===== src/sv/assert_macros.svh =====
// ----------------------------------------------------------------------------
// Assertion macros
// Short forms for clocked, reset-gated assertions.
// ----------------------------------------------------------------------------
`ifndef ASSERT_MACROS_SVH
`define ASSERT_MACROS_SVH

// a |-> b on clk, off during reset
`define ASSERT_IMP(label, a, b) \
	label: assert property (@(posedge clk) disable iff (!arst_n) (a) |-> (b)) \
		else $error("assertion failed");

// a |=> b on clk, off during reset
`define ASSERT_NEXT(label, a, b) \
	label: assert property (@(posedge clk) disable iff (!arst_n) (a) |=> (b)) \
		else $error("assertion failed");

`endif


===== src/sv/lru_pkg.sv =====
// ----------------------------------------------------------------------------
// LRU profiler package
// Shared widths, register indexes and queue word type.
// ----------------------------------------------------------------------------
package lru_pkg;
	localparam int STACK_DEPTH = 256;
	localparam int ADDR_BITS   = 24;
	localparam int NUM_SIZES   = 4;
	localparam int POS_W       = $clog2(STACK_DEPTH + 1);
	localparam int IDX_W       = 2;
	localparam int CNT_W       = 32;
	localparam int SIZE_W      = 9;
	localparam int NS_W        = 3;
	localparam int REG_W       = 3;

	localparam logic [REG_W-1:0] REG_SIZES_IN_USE = 3'd0;
	localparam logic [REG_W-1:0] REG_SIZE_ZERO    = 3'd1;
	localparam logic [REG_W-1:0] REG_SIZE_ONE     = 3'd2;
	localparam logic [REG_W-1:0] REG_SIZE_TWO     = 3'd3;
	localparam logic [REG_W-1:0] REG_SIZE_THREE   = 3'd4;

	typedef enum logic {OP_ACCESS = 1'b0, OP_REPORT = 1'b1} op_t;

	// word handed from lookup front to counter back
	typedef struct packed {
		op_t              op;
		logic             found;
		logic [POS_W-1:0] pos;
	} cls_t;

	typedef enum logic {BK_IDLE, BK_REPORT} bk_state_t;
endpackage


===== src/sv/lru_queue.sv =====
// ----------------------------------------------------------------------------
// LRU queue
// Two-entry queue between front and back.
// ----------------------------------------------------------------------------
module lru_queue import lru_pkg::*; (
	input  logic clk,
	input  logic arst_n,
	input  logic wr_valid,
	output logic wr_ready,
	input  cls_t wr_word,
	output logic rd_valid,
	input  logic rd_ready,
	output cls_t rd_word
);
	cls_t mem_q [2];
	logic wp_q, rp_q;
	logic [1:0] cnt_q;
	logic wr, rd;

	assign wr_ready = cnt_q != 2'd2;
	assign rd_valid = cnt_q != 2'd0;
	assign rd_word = mem_q[rp_q];
	assign wr = wr_valid && wr_ready;
	assign rd = rd_valid && rd_ready;

	always_ff @(posedge clk or negedge arst_n) begin
		if (!arst_n) begin
			wp_q <= 1'b0;
			rp_q <= 1'b0;
			cnt_q <= 2'd0;
		end else begin
			if (wr) wp_q <= !wp_q;
			if (rd) rp_q <= !rp_q;
			cnt_q <= cnt_q + 2'(wr) - 2'(rd);
		end
	end

	always_ff @(posedge clk) begin
		if (wr) mem_q[wp_q] <= wr_word;
	end
endmodule


===== config.mk =====
export PLATFORM = sky130hd
export DESIGN_NAME = lru_queue
export DESIGN_NICKNAME = d
export VERILOG_FILES = /design/src/sv/assert_macros.svh /design/src/sv/lru_pkg.sv /design/src/sv/lru_queue.sv
export SDC_FILE = /design/constraint.sdc
export NUM_CORES = 1
export LEC_CHECK = 0
export BUFFER_PORTS_ARGS = -buffer_cell sky130_fd_sc_hd__buf_2
export CORE_UTILIZATION = 45
export CTS_BUF_LIST = sky130_fd_sc_hd__clkbuf_8
export DETAILED_ROUTE_END_ITERATION = 10
export GPL_ROUTABILITY_DRIVEN = 0
export HOLD_SLACK_MARGIN = 0.02
export PLACE_DENSITY_LB_ADDON = 0.12
export SETUP_SLACK_MARGIN = 0.4
export SYNTH_ARGS = -nofsm -noshare
export SYNTH_HDL_FRONTEND = slang
export SYNTH_SLANG_ARGS = --single-unit

===== constraint.sdc =====
create_clock -name clk -period 1.7 [get_ports clk]
set_input_delay 0.085 -clock clk [delete_from_list [all_inputs] [get_ports clk]]
set_output_delay 0.085 -clock clk [all_outputs]
set_load 0.01 [all_outputs]

-- Yosys cells after proc, flatten, opt, wreduce, memory -nomap -nowiden
Memory sizes are Yosys's and may differ from the RTL's.
Index checks and enable logic that the tools add are counted.
W data, S select, Z words.
- register bits after elaboration: 4
- memory bits (writable): 22
- output and inout bits: 13
- memories: 1
- memory list (name ; words ; width ; rd ports ; clocked after memory_dff ; write ports ; RTL line ; RTL):
    mem_q ; 2 ; 11 ; 1 ; 0 ; 1 ; lru_queue.sv:15 ; cls_t mem_q [2];
- add/subtract/negate cells: 2
- eq/ne operators: 1
- muxes and demuxes: 2
- reduce and logical (&&, ||, !) cells: 5
- operators by type and width (kind ; number):
    $add A2 B1 Y2 ; 1
    $logic_and A1 B1 Y1 ; 2
    $logic_not A1 Y1 ; 2
    $mux W1 ; 2
    $ne A2 B2 Y1 const B ; 1
    $reduce_bool A2 Y1 ; 1
    $sub A2 B1 Y2 ; 1

-- Longest topological paths before layout
- depth in word-level cells: 4
- depth in mapped cells: 5
- mapped depth without buffers: 5

-- Least setup slack after synthesis
OpenSTA, ideal clock, no wires.
- path type: register to register
- start: register cnt_q[0]
- end: memory mem_q[0][0] in the netlist's numbering (enable)
- library setup time: 0.378 ns
- data arrival time: 1.197 ns
- required time: 1.322 ns
- setup slack: 0.125 ns
- stages on the path, launching flop included: 4
- buffers on the path: 0
- period minus slack after synthesis: 1.575 ns
- cells stage by stage: dfrtp_1 > nand2b_1 > nand2_1 > nor2_1
- word-level cells in the longest chain between the ends: 4
- RTL lines (what ; RTL line ; RTL):
    start: declaration ; lru_queue.sv:17 ; logic [1:0] cnt_q;
    start signal: assignment ; lru_queue.sv:34 ; cnt_q <= cnt_q + 2'(wr) - 2'(rd);
    $ne A2 B2 Y1 ; lru_queue.sv:20 ; assign wr_ready = cnt_q != 2'd2;
    named net wr_ready ; lru_queue.sv:9 ; output logic wr_ready,
    $logic_and A1 B1 Y1 ; lru_queue.sv:23 ; assign wr = wr_valid && wr_ready;
    $mux W1 ; lru_queue.sv:39 ; if (wr) mem_q[wp_q] <= wr_word;
    $mux W1 (implied by the code) ; lru_queue.sv:39 ;
    end: declaration ; lru_queue.sv:15 ;
The timed path passes the listed nets, and every way through them passes these cells.

==> results.yml <==
outcome:
  status: "complete, no violations"
critical_path:
  worstPathRequired_ns: 1.62
  cp_cell_sequence: "buf_6, mux2_2, buf_6"
  max_stage_delay_ns: 0.38
  cp_common_cell: "buf_6"
  start_kind: "flop"
  worstSetupEndpointType: "primary output"
  critPathKind: "reg2out"
  crit_fanout: 6
  critPathArrivalTime_ns: 1.25
  critPathBufInv: 2
  cpLargestDelayFamily: "flip-flops"
  cp_slowest_cell: "dfrtp_2"
sta:
  drv_slew: 0
  period_share_pct: 78.6
  worstMarginPinSlew_ns: 0.252
  setup_viol: 0
  whs_ns: 0.130
  max_freq_mhz: 748
  hold_viol: 0
  rsz0062_at_grt: "yes"
  skew_ns: 0.000892
  slew_headroom_pct: 82.9
  timing.final.crit_period_ns: 1.34
  fin_setup_tns_ns: 0
synthesis:
  synth_area_um2: 1020
  yosysWarnings: 0
  ys_seq_elements: 26
  synthDistinctLibCells: 17
  synth.avg_cell_area_um2: 18.3
  postSynthCellCount: 56
  synthMuxAreaShare_pct: 12.1
  synth_top_family_by_area: "multiplexers"
  synthXorXnorAreaFrac_pct: 2.57
  synth-simple-area-share_pct: 6.36
  yosysSeqAreaShare_pct: 74.3
  synth-adder-area-share_pct: 1.22
  synth-compound-area-share_pct: 2.93
  synth_nets: 72
power_and_ir_drop:
  p_leak_nw: 0.603
  power.density_nw_per_um2: 1550
  internal-power_w: 0.00169
  sw_frac_of_total_pct: 28.6
  p_comb_share_pct: 44.7
  max-vdd-ir-drop_mv: 1.08
  p_switching_w: 0.000679
  seq_power_share_pct: 41.3
  power.share.clock_pct: 14.0
clock_tree:
  cts.htree.levels: 1
  cts_sinks: 26
  cts_buffers: 3
  clk_latency_ns: 0.26
  clockRootBuffer: "clkbuf_8"
  clock_path_buffers: 2
  cts_tree: "done"
  clk_pin_slew_ns: 0.08
finish:
  final_cell_mix: "edfxtp_1 (22), buf_2 (17), dlygate4sd3_1 (12), buf_6 (12), mux2_2 (8)"
  drive_above_1_share_pct: 56.2
  antenna_cells: 0
  nets: 122
  area.growth.synth_to_final_pct: 49.5
  final_util_pct: 74.9
  final_common_cell: "edfxtp_1"
grt:
  grt_max_degree: 15
  grt_pass1_wl_mm: 2.60
  antenna_found_initial: 0
  gr-total-overflow: 0
  track_usage_pct: 14.6
  grt_pass1_vias: 625
floorplanning:
  ioPinCount: 28
  initial_core_util_pct: 50.1
  core_area_um2: 2040
  row_count: 16
  die_area_um2: 2470
  die_w_um: 49.7
  die_h_um: 49.7
placed_design:
  hpwlAfterDp_mm: 1.03
  io_buffers: 27
routing:
  routed_via_density: 4.82
  drt_wl_total_mm: 1.66
  drt_iter0_markers: 26
  vias: 636
  wire_per_inst_um: 12.6
  first_pass_iters: 3
  drt.antenna.violating_nets: 0
  route.detailed.drc: 0
flow_run:
  drv_cap: 0
hold_path:
  min-delay-path-class: "in2reg"
==> cells by family (layout without fill, tap and decap cells) <==
group | after synthesis | in the layout
flip-flops | 26 | 26
adder cells (fa/ha/maj) | 1 | 1
buffers and inverters | 1 | 50
multiplexers | 11 | 11
XOR/XNOR | 3 | 3
AO/OA/AOI/OAI | 3 | 3
AND/OR/NAND/NOR | 11 | 11
==> final timing paths <==
| path | slack [ns] | cells past startpoint | from | to |
|---|---|---|---|---|
| setup / recovery | 0.36 | 3 | rp_q | rd_word[10] |
| hold / removal | 0.13 | 3 | rd_ready | rp_q |
| setup reg to reg | 0.46 | 4 | cnt_q[1] | cnt_q[0] |
| hold reg to reg | 0.57 | 1 | wp_q | wp_q |
| max in group asynchronous | 1.41 | 2 | arst_n | rp_q |
| min in group asynchronous | 0.15 | 2 | arst_n | cnt_q[0] |
==> tightest hold or removal path, delay by kind of cell <==
kind	cells	cell delay, ns
XOR/XNOR	1	0.06
AND/OR/NAND/NOR	1	0.08
buffers and inverters	1	0.13
==> repair_timing <==
item | CTS | global route
gates cloned | 0 | 0
buffers inserted | 4 | 3
hold endpoints to repair | 24 | 2
pin swaps | 1 | 1
setup endpoints to repair | 27 | 24
resized for setup | 4 | 21
hold buffers | 11 | 1
==> flip-flops by register name (all words and copies together) (netlist names) <==
register  flops
mem_q        22
wp_q          1
rp_q          1
cnt_q         2
==> per-stage QoR <==
step / power, W / std cells / setup slack, ns / cell area (µm²)
after floorplan: 0.00145 / 56 / 0.423 / 1030
after CTS: 0.00212 / 128 / 0.358 / 1400
after detailed placement: 0.00167 / 109 / 0.364 / 1200
after global placement: 0.00166 / 109 / 0.381 / 1200
after global routing: 0.00250 / 132 / 0.325 / 1530
final: 0.00237 / 132 / 0.363 / 1530
==> power by group through the flow <==
stage,Combinational [W],Sequential (W),Clock (W)
3_3_place_gp,0.000634,0.00103,0
6_report,0.00106,0.000980,0.000331
2_1_floorplan,0.000485,0.000966,0
4_1_cts,0.000809,0.000974,0.000339
5_1_grt,0.00114,0.00100,0.000361
3_5_place_dp,0.000636,0.00104,0
==> synthesized netlist by cell type <==
master | n | area [µm²]
o21ai_0 | 1 | 5.00
nand2b_1 | 1 | 6.26
or2_1 | 1 | 6.26
nor2b_1 | 1 | 6.26
a311oi_2 | 1 | 15.0
ha_1 | 1 | 12.5
o21ba_1 | 1 | 10.0
nand3_1 | 1 | 5.00
nor4bb_2 | 1 | 16.3
xnor2_1 | 3 | 26.3
dfrtp_1 | 4 | 100
mux2_2 | 11 | 124
nand2_1 | 2 | 7.51
buf_2 | 1 | 5.00
and3_1 | 1 | 6.26
nor2_1 | 3 | 11.3
edfxtp_1 | 22 | 661
==> layout make-up <==
class / instances / area [µm²]
tap: 27 / 33.8
timing repair buffer: 46 / 390
clock buffer: 3 / 41.3
sequential: 26 / 764
multi-input combinational: 29 / 297
fill: 141 / 512
clock inverter: 1 / 3.75
==> per-layer routing <==
metal | GRT usage (%) | vias to the layer above | wire length, µm
met5 | 0 | - | 0
met4 | 8.10 | 0 | 40
met3 | 3.09 | 6 | 56
met2 | 24.3 | 18 | 841
met1 | 17.4 | 301 | 719
li1 | - | 311 | -
(Power assumes the default switching activity.)
