--- config.mk ---
export PLATFORM = sky130hd
export DESIGN_NAME = lru_back
export DESIGN_NICKNAME = d
export VERILOG_FILES = /design/src/sv/assert_macros.svh /design/src/sv/lru_pkg.sv /design/src/sv/lru_back.sv
export SDC_FILE = /design/constraint.sdc
export NUM_CORES = 1
export LEC_CHECK = 0
export ABC_AREA = 1
export BUFFER_PORTS_ARGS = -buffer_cell sky130_fd_sc_hd__buf_2
export CORE_MARGIN = 4
export CORE_UTILIZATION = 30
export CTS_CLUSTER_SIZE = 25
export DETAILED_ROUTE_END_ITERATION = 12
export SYNTH_ARGS = -nofsm -noshare
export SYNTH_HDL_FRONTEND = slang
export SYNTH_SLANG_ARGS = --single-unit
export TNS_END_PERCENT = 5
--- constraint.sdc ---
create_clock -name clk -period 3.4 [get_ports clk]
set_clock_uncertainty 0.05 [all_clocks]
set_input_delay 0.51 -clock clk [delete_from_list [all_inputs] [get_ports clk]]
set_output_delay 0.51 -clock clk [all_outputs]
set_load 0.05 [all_outputs]
--- src/sv/assert_macros.svh ---
// ----------------------------------------------------------------------------
// Assertion macros
// Short forms for clocked, reset-gated assertions.
// ----------------------------------------------------------------------------
`ifndef ASSERT_MACROS_SVH
`define ASSERT_MACROS_SVH

// a |-> b on clk, off during reset
`define ASSERT_IMP(label, a, b) \
	label: assert property (@(posedge clk) disable iff (!arst_n) (a) |-> (b)) \
		else $error("assertion failed");

// a |=> b on clk, off during reset
`define ASSERT_NEXT(label, a, b) \
	label: assert property (@(posedge clk) disable iff (!arst_n) (a) |=> (b)) \
		else $error("assertion failed");

`endif

--- src/sv/lru_pkg.sv ---
// ----------------------------------------------------------------------------
// LRU profiler package
// Shared widths, register indexes and queue word type.
// ----------------------------------------------------------------------------
package lru_pkg;
	localparam int STACK_DEPTH = 256;
	localparam int ADDR_BITS   = 24;
	localparam int NUM_SIZES   = 4;
	localparam int POS_W       = $clog2(STACK_DEPTH + 1);
	localparam int IDX_W       = 2;
	localparam int CNT_W       = 32;
	localparam int SIZE_W      = 9;
	localparam int NS_W        = 3;
	localparam int REG_W       = 3;

	localparam logic [REG_W-1:0] REG_SIZES_IN_USE = 3'd0;
	localparam logic [REG_W-1:0] REG_SIZE_ZERO    = 3'd1;
	localparam logic [REG_W-1:0] REG_SIZE_ONE     = 3'd2;
	localparam logic [REG_W-1:0] REG_SIZE_TWO     = 3'd3;
	localparam logic [REG_W-1:0] REG_SIZE_THREE   = 3'd4;

	typedef enum logic {OP_ACCESS = 1'b0, OP_REPORT = 1'b1} op_t;

	// word handed from lookup front to counter back
	typedef struct packed {
		op_t              op;
		logic             found;
		logic [POS_W-1:0] pos;
	} cls_t;

	typedef enum logic {BK_IDLE, BK_REPORT} bk_state_t;
endpackage

--- src/sv/lru_back.sv ---
// ----------------------------------------------------------------------------
// LRU back
// Miss counters, configuration and report sequencer with output register.
// ----------------------------------------------------------------------------
module lru_back import lru_pkg::*; (
	input  logic              clk,
	input  logic              arst_n,
	input  logic              cfg_we,
	input  logic [REG_W-1:0]  cfg_index,
	input  logic [SIZE_W-1:0] cfg_data,
	input  logic              q_valid,
	output logic              q_ready,
	input  cls_t              q_word,
	output logic              out_valid,
	input  logic              out_ready,
	output logic [IDX_W-1:0]  out_idx,
	output logic [CNT_W-1:0]  out_cnt,
	output logic              out_last
);
	logic [NS_W-1:0]   nsizes_q;
	logic [SIZE_W-1:0] size_q [NUM_SIZES];
	logic [CNT_W-1:0]  cnt_q [NUM_SIZES];
	logic [CNT_W-1:0]  snap_q [NUM_SIZES];
	bk_state_t state_q, state_d;
	logic [IDX_W-1:0] rix_q;
	logic [NS_W-1:0] active;
	logic slot_free, emit, take;

	assign active = (nsizes_q > NS_W'(NUM_SIZES)) ? NS_W'(NUM_SIZES) : nsizes_q;
	assign slot_free = !out_valid || out_ready;
	assign emit = state_q == BK_REPORT && slot_free;

	always_comb begin
		state_d = state_q;
		q_ready = 1'b0;
		unique case (state_q)
			BK_IDLE: begin
				q_ready = 1'b1;
				if (q_valid && q_word.op == OP_REPORT && active != '0) state_d = BK_REPORT;
			end
			BK_REPORT: begin
				if (emit && NS_W'(rix_q) + 1'b1 == active) state_d = BK_IDLE;
			end
			default: state_d = BK_IDLE;
		endcase
	end
	assign take = q_valid && q_ready;

	always_ff @(posedge clk or negedge arst_n) begin
		if (!arst_n) begin
			state_q <= BK_IDLE;
			nsizes_q <= NS_W'(1);
			for (int k = 0; k < NUM_SIZES; k++) begin
				size_q[k] <= SIZE_W'(1);
				cnt_q[k] <= '0;
			end
			rix_q <= '0;
			out_valid <= 1'b0;
		end else begin
			state_q <= state_d;
			if (cfg_we) begin
				unique case (cfg_index)
					REG_SIZES_IN_USE: nsizes_q <= cfg_data[NS_W-1:0];
					REG_SIZE_ZERO:    size_q[0] <= cfg_data;
					REG_SIZE_ONE:     size_q[1] <= cfg_data;
					REG_SIZE_TWO:     size_q[2] <= cfg_data;
					REG_SIZE_THREE:   size_q[3] <= cfg_data;
					default: ;
				endcase
			end
			if (take && q_word.op == OP_ACCESS) begin
				for (int k = 0; k < NUM_SIZES; k++) begin
					if (NS_W'(k) < active && cnt_q[k] != '1 &&
					    (!q_word.found || {1'b0, q_word.pos} >= (POS_W+1)'(size_q[k])))
						cnt_q[k] <= cnt_q[k] + 1'b1;
				end
			end
			if (take && q_word.op == OP_REPORT) begin
				for (int k = 0; k < NUM_SIZES; k++) cnt_q[k] <= '0;
				rix_q <= '0;
			end else if (emit) begin
				rix_q <= rix_q + 1'b1;
			end
			if (emit) out_valid <= 1'b1;
			else if (out_ready) out_valid <= 1'b0;
		end
	end

	always_ff @(posedge clk) begin
		if (take && q_word.op == OP_REPORT) begin
			for (int k = 0; k < NUM_SIZES; k++) snap_q[k] <= cnt_q[k];
		end
		if (emit) begin
			out_idx <= rix_q;
			out_cnt <= snap_q[rix_q];
			out_last <= NS_W'(rix_q) + 1'b1 == active;
		end
	end
endmodule
Word level (Yosys, flattened, before mapping)
Memory sizes are Yosys's and may differ from the RTL's. A register that Yosys moved wholly into a read port is not among the register bits.
Index checks and enable logic that the tools add are counted.

word-level totals
  output and inout bits = 37
  latch bits = 0
  word-level logic and storage cells = 98
  input bits = 28
  register bits after elaboration = 174
  memory bits (read-only) = 0
  memories = 1
  bits in writable memories = 128

cells by class
  div/mod/pow operators = 0
  reductions and logical operators = 40
  bitwise logic cells = 2
  shift operators = 0
  equal/unequal tests = 9
  order comparisons = 9
  multipliers = 0
  add/subtract/negate cells = 6
  muxes and demuxes = 17

memory list
  memory  words  bits a word  rd ports  clocked after memory_dff  write ports  line            RTL
  snap_q  4      32           1         1                         4            lru_back.sv:23  logic [CNT_W-1:0] snap_q [NUM_SIZES];

operators with widths
  kind                                                                  number
  128-bit 2-to-1 mux                                                    2
  32-bit by 1-bit adder with 32-bit output (second input constant)      4
  32-bit 2-to-1 mux                                                     4
  32-bit != test (second input constant)                                4
  9-bit >= comparator                                                   4
  2-bit AND reduction                                                   9
  1-bit logical AND                                                     15
  2-bit nonzero test                                                    7
  1-bit 2-to-1 mux                                                      7
  3-bit by 2-bit == test with 1-bit output (second input constant)      2
  1-bit by 3-bit < comparator with 1-bit output (first input constant)  2
  2-bit by 3-bit < comparator with 1-bit output (first input constant)  2
  1-bit logical OR                                                      5
  2-bit 2-to-1 mux                                                      2
  2-bit by 1-bit adder with 3-bit output (second input constant)        1
  3-bit by 1-bit == test with 1-bit output (second input constant)      1
  3-bit == test                                                         1
  3-bit == test (second input constant)                                 1
  3-bit > comparator (second input constant)                            1
  3-bit zero test                                                       1
  3-bit 2-to-1 mux                                                      1
  3-bit nonzero test                                                    1
  2-bit by 1-bit adder with 2-bit output (second input constant)        1
  1-bit zero test                                                       2
  other kinds (2)                                                       3

Logic depth before layout (Yosys ltp)
  word-level depth = 8
  mapped depth = 15
  depth with buffers taken out = 14

Least setup slack after synthesis
Ideal clock, no wire load.

  kind = register to register
  from = register state_q
  to = memory snap_q[0][0], enable pin
  path buffers = 2
  slack = 0.096 ns
  arrival time = 2.821 ns
  cell stages (with the launch flop) = 6
  path through = dfrtp_1 > inv_1 > nand2_1 > nor2_1 > buf_2 > buf_2

RTL lines
  element                 line            RTL
  start, declared         lru_back.sv:24  bk_state_t state_q, state_d;
  start signal, assigned  lru_back.sv:60  state_q <= state_d;
  end, declared           lru_back.sv:23

==> impl_metrics.yaml <==
worst_setup_path:
  worstReg2RegStart: "rix_q[0]$_DFFE_PN0P_"
  cp-start-kind: "register"
  critPathBufInv: 1
  crit_type: "register to register"
  max_stage_delay_ns: 1.03
  crit_slowest_cell: "o21ai_0"
  worstPathCellList: "clkinv_1, o21ai_0, o22ai_1"
  critical_path_arrival_ns: 2.73
  reg2reg_depth: 3
  rrSetupSlack_ns: 0.88
  worstPathMaxFanout: 36
  crit_family: "compound AO/OA/AOI/OAI gates"
  cp.required_ns: 3.61
  cp-end-kind: "register"
  path_depth: 3
  timing.rr.end: "out_cnt[14]$_DFFE_PP_"
clock_network:
  htree_levels: 2
  clock_sinks: 334
  cts_max_path_buffers: 3
  root_buffer: "clkbuf_16"
  cts_tree: "done"
  clock_latency_ns: 0.56
  clk_pin_slew_ns: 0.06
  cts_inserted_buffers: 38
  ctsResizeCount: 0
finish:
  final_core_util_pct: 34.46
  final_nets: 2366
  drive_gt1_share_pct: 7.950
  area.growth.synth_to_final_pct: 13.52
  fin_area_sq_mm: 0.02038
  stdcell_count: 3101
grt:
  grt_use_total_pct: 15.94
  antenna_found_initial: 1
  grt_pass1_vias: 14223
  grt_overflow: 0
  grt_pass1_wl_mm: 80.59
  grt_max_degree: 88
power_and_ir_drop:
  p_leak_nw: 8.719
  ir_worst_vdd_uv: 398.6
  cellPowerDensity_mw_per_mm2: 645.6
  power.total_mw: 13.16
synth:
  synth_edf_count: 163
  synth-seq-area-share_pct: 51.14
  synth_fp_nets: 2324
  yosysTopAreaCell: "edfxtp_1"
  ys_ff_latch: 334
  ys_warn_count: 0
  synthMostInstantiatedCell: "nand2_1"
  synth.distinct_cells: 36
  synthCells: 2255
  synth_top_area_share_pct: 27.27
  synth.avg_cell_area_sq_um: 7.961
  netlist_area_sq_mm: 0.01795
  synthArstFlopShare_pct: 51.20
  synth.area.top_cells: "edfxtp_1, dfrtp_1, nand2_1"
  yosys-top-cells-count: "nand2_1, nor2_1, nand3_1"
  ys.flop_type: "dfrtp_1"
sta:
  rsz0062_at_grt: "no"
  setup_ws_ns: 0.8776
  finalCriticalPeriod_ns: 2.522
  report.final.hold_viol_count: 0
  max_freq_ghz: 0.3964
  setup_viol: 0
  slew_headroom_pct: 38.53
  fin_crit_sh_pct: 74.19
  maxSlewViolCount: 0
  holdWs_ns: 0.2237
  setup-tns-final_ns: 0
  worstMarginPinSlew_ns: 0.9124
floorplan:
  coreArea_sq_mm: 0.05913
  io_pins: 65
  initial_core_util_pct: 30.36
  die_x_microns: 252.6
  die_y_microns: 252.6
  rows: 89
  die_area_sq_mm: 0.06381
routing:
  dr_total_vias: 15134
  firstDrtPassIters: 7
  wl_per_cell_microns: 16.66
  drc: 0
  wl_mm: 51.67
  drt-initial-drc-count: 1408
  vias_per_cell: 4.880
  ant_nets: 0
job:
  maxCapViolations: 0
place:
  dp_hpwl_mm: 37.17
  placed_cells: 3029
  port_buffers: 64
  place_ws_ns: 0.6769
  place.gp.congestion: 0.8982
  place_area_sq_mm: 0.01905
min_path:
  hp-class: "primary input to register"
  min-delay-start: "cfg_data[6]"
  hold_depth: 3
  min_to: "size_q[15]$_DFFE_PN0P_"
outcome:
  status: "finished clean"
-- worst reg2reg max path: stages (launching register included) --
cell and delay, ns:
dfrtp_2 0.35, clkinv_1 0.64, o21ai_0 1.04, o22ai_1 0.16
-- state kept, by name (all words and copies together), names as in the netlist --
name and cells:
out_valid 1, out_idx 2, out_cnt 32, nsizes_q 3
out_last 1, snap_q 128, size_q 36, cnt_q 128
rix_q 2, state_q 1
-- final cells by class --
class                   instances  area [sq um]
fillers                      6075         38750
flip-flops and latches        334          9181
multi-input cells            1657          7681
clock buffers                  51          1061
well taps                     773         967.2
inverters                     181         681.9
repair buffers                 85         549.3
clock inverters                19         254.0
diodes                          1         2.502
-- repair_timing --
| action | 4_1_cts | 5_1_grt |
|---|---|---|
| hold endpoints to repair | 57 | 0 |
| setup buffers | 0 | 0 |
| hold buffers | 1 | 0 |
-- cells by family (layout without fill, tap and decap cells) --
| kind of cell | Yosys count | after routing | share of synthesized area (%) |
|---|---|---|---|
| buffers and inverters | 264 | 336 | 6.113 |
| other | 0 | 1 | 0 |
| and+or+nand+nor | 1388 | 1388 | 32.06 |
| DFF | 334 | 334 | 51.14 |
| xor gates and xnor gates | 50 | 50 | 2.440 |
| AOI/OAI and AO/OA | 178 | 178 | 5.395 |
| adders and majority gates | 41 | 41 | 2.858 |
-- cell usage in the layout, fill, tap and decap left out, types with 4 or more instances in the layout --
master     instances
nor3_1             8
xor2_1            19
buf_12             5
clkbuf_8           4
nand2_1          690
nand4_1            4
inv_2              4
clkbuf_1           8
o22ai_1           33
buf_2             63
xnor2_1           31
edfxtp_1         163
inv_1            175
dfstp_2            5
clkinv_1           4
buf_4             15
clkbuf_16         39
a21oi_1           21
nand3b_1           8
bufinv_16          5
o21bai_1           6
nor2_1           387
nor2_4             9
nand2_2            7
nand2_4            4
o21ai_0          111
ha_1              41
nand3_1          261
dfrtp_1          165
-- layer usage --
| layer | global-route usage (%) | part of all wire (%) | up-vias |
|---|---|---|---|
| met3 | 3.241 | 7.8 | 71 |
| met4 | 3.819 | 2.0 | 0 |
| met2 | 25.53 | 45 | 521 |
| li1 | - | - | 7386 |
| met1 | 22.31 | 45 | 7156 |
| met5 | 0 | 0 | - |
-- how the worst max path moves through the flow --
stage,from,to,slack (ns)
global route,size_q[7]$_DFFE_PN0P_,cnt_q[21]$_DFFE_PN0P_,0.66
finish,rix_q[0]$_DFFE_PN0P_,out_cnt[14]$_DFFE_PP_,0.88
detailed placement,q_word[8],cnt_q[25]$_DFFE_PN0P_,0.68
floorplan,state_q$_DFF_PN0_,snap_q[0][0]$_DFFE_PP_,0.1
global placement,q_word[8],cnt_q[24]$_DFFE_PN0P_,0.70
CTS,size_q[8]$_DFFE_PN0P_,cnt_q[30]$_DFFE_PN0P_,0.96
-- power by group --
part           switching [mW]  total [mW]  internal (mW)
registers               0.306        5.27           4.96
logic                    2.77        3.54          0.771
clock network            1.75        4.35           2.60
total                    4.83        13.2           8.33
No activity file was read; power rests on OpenSTA's default activity.
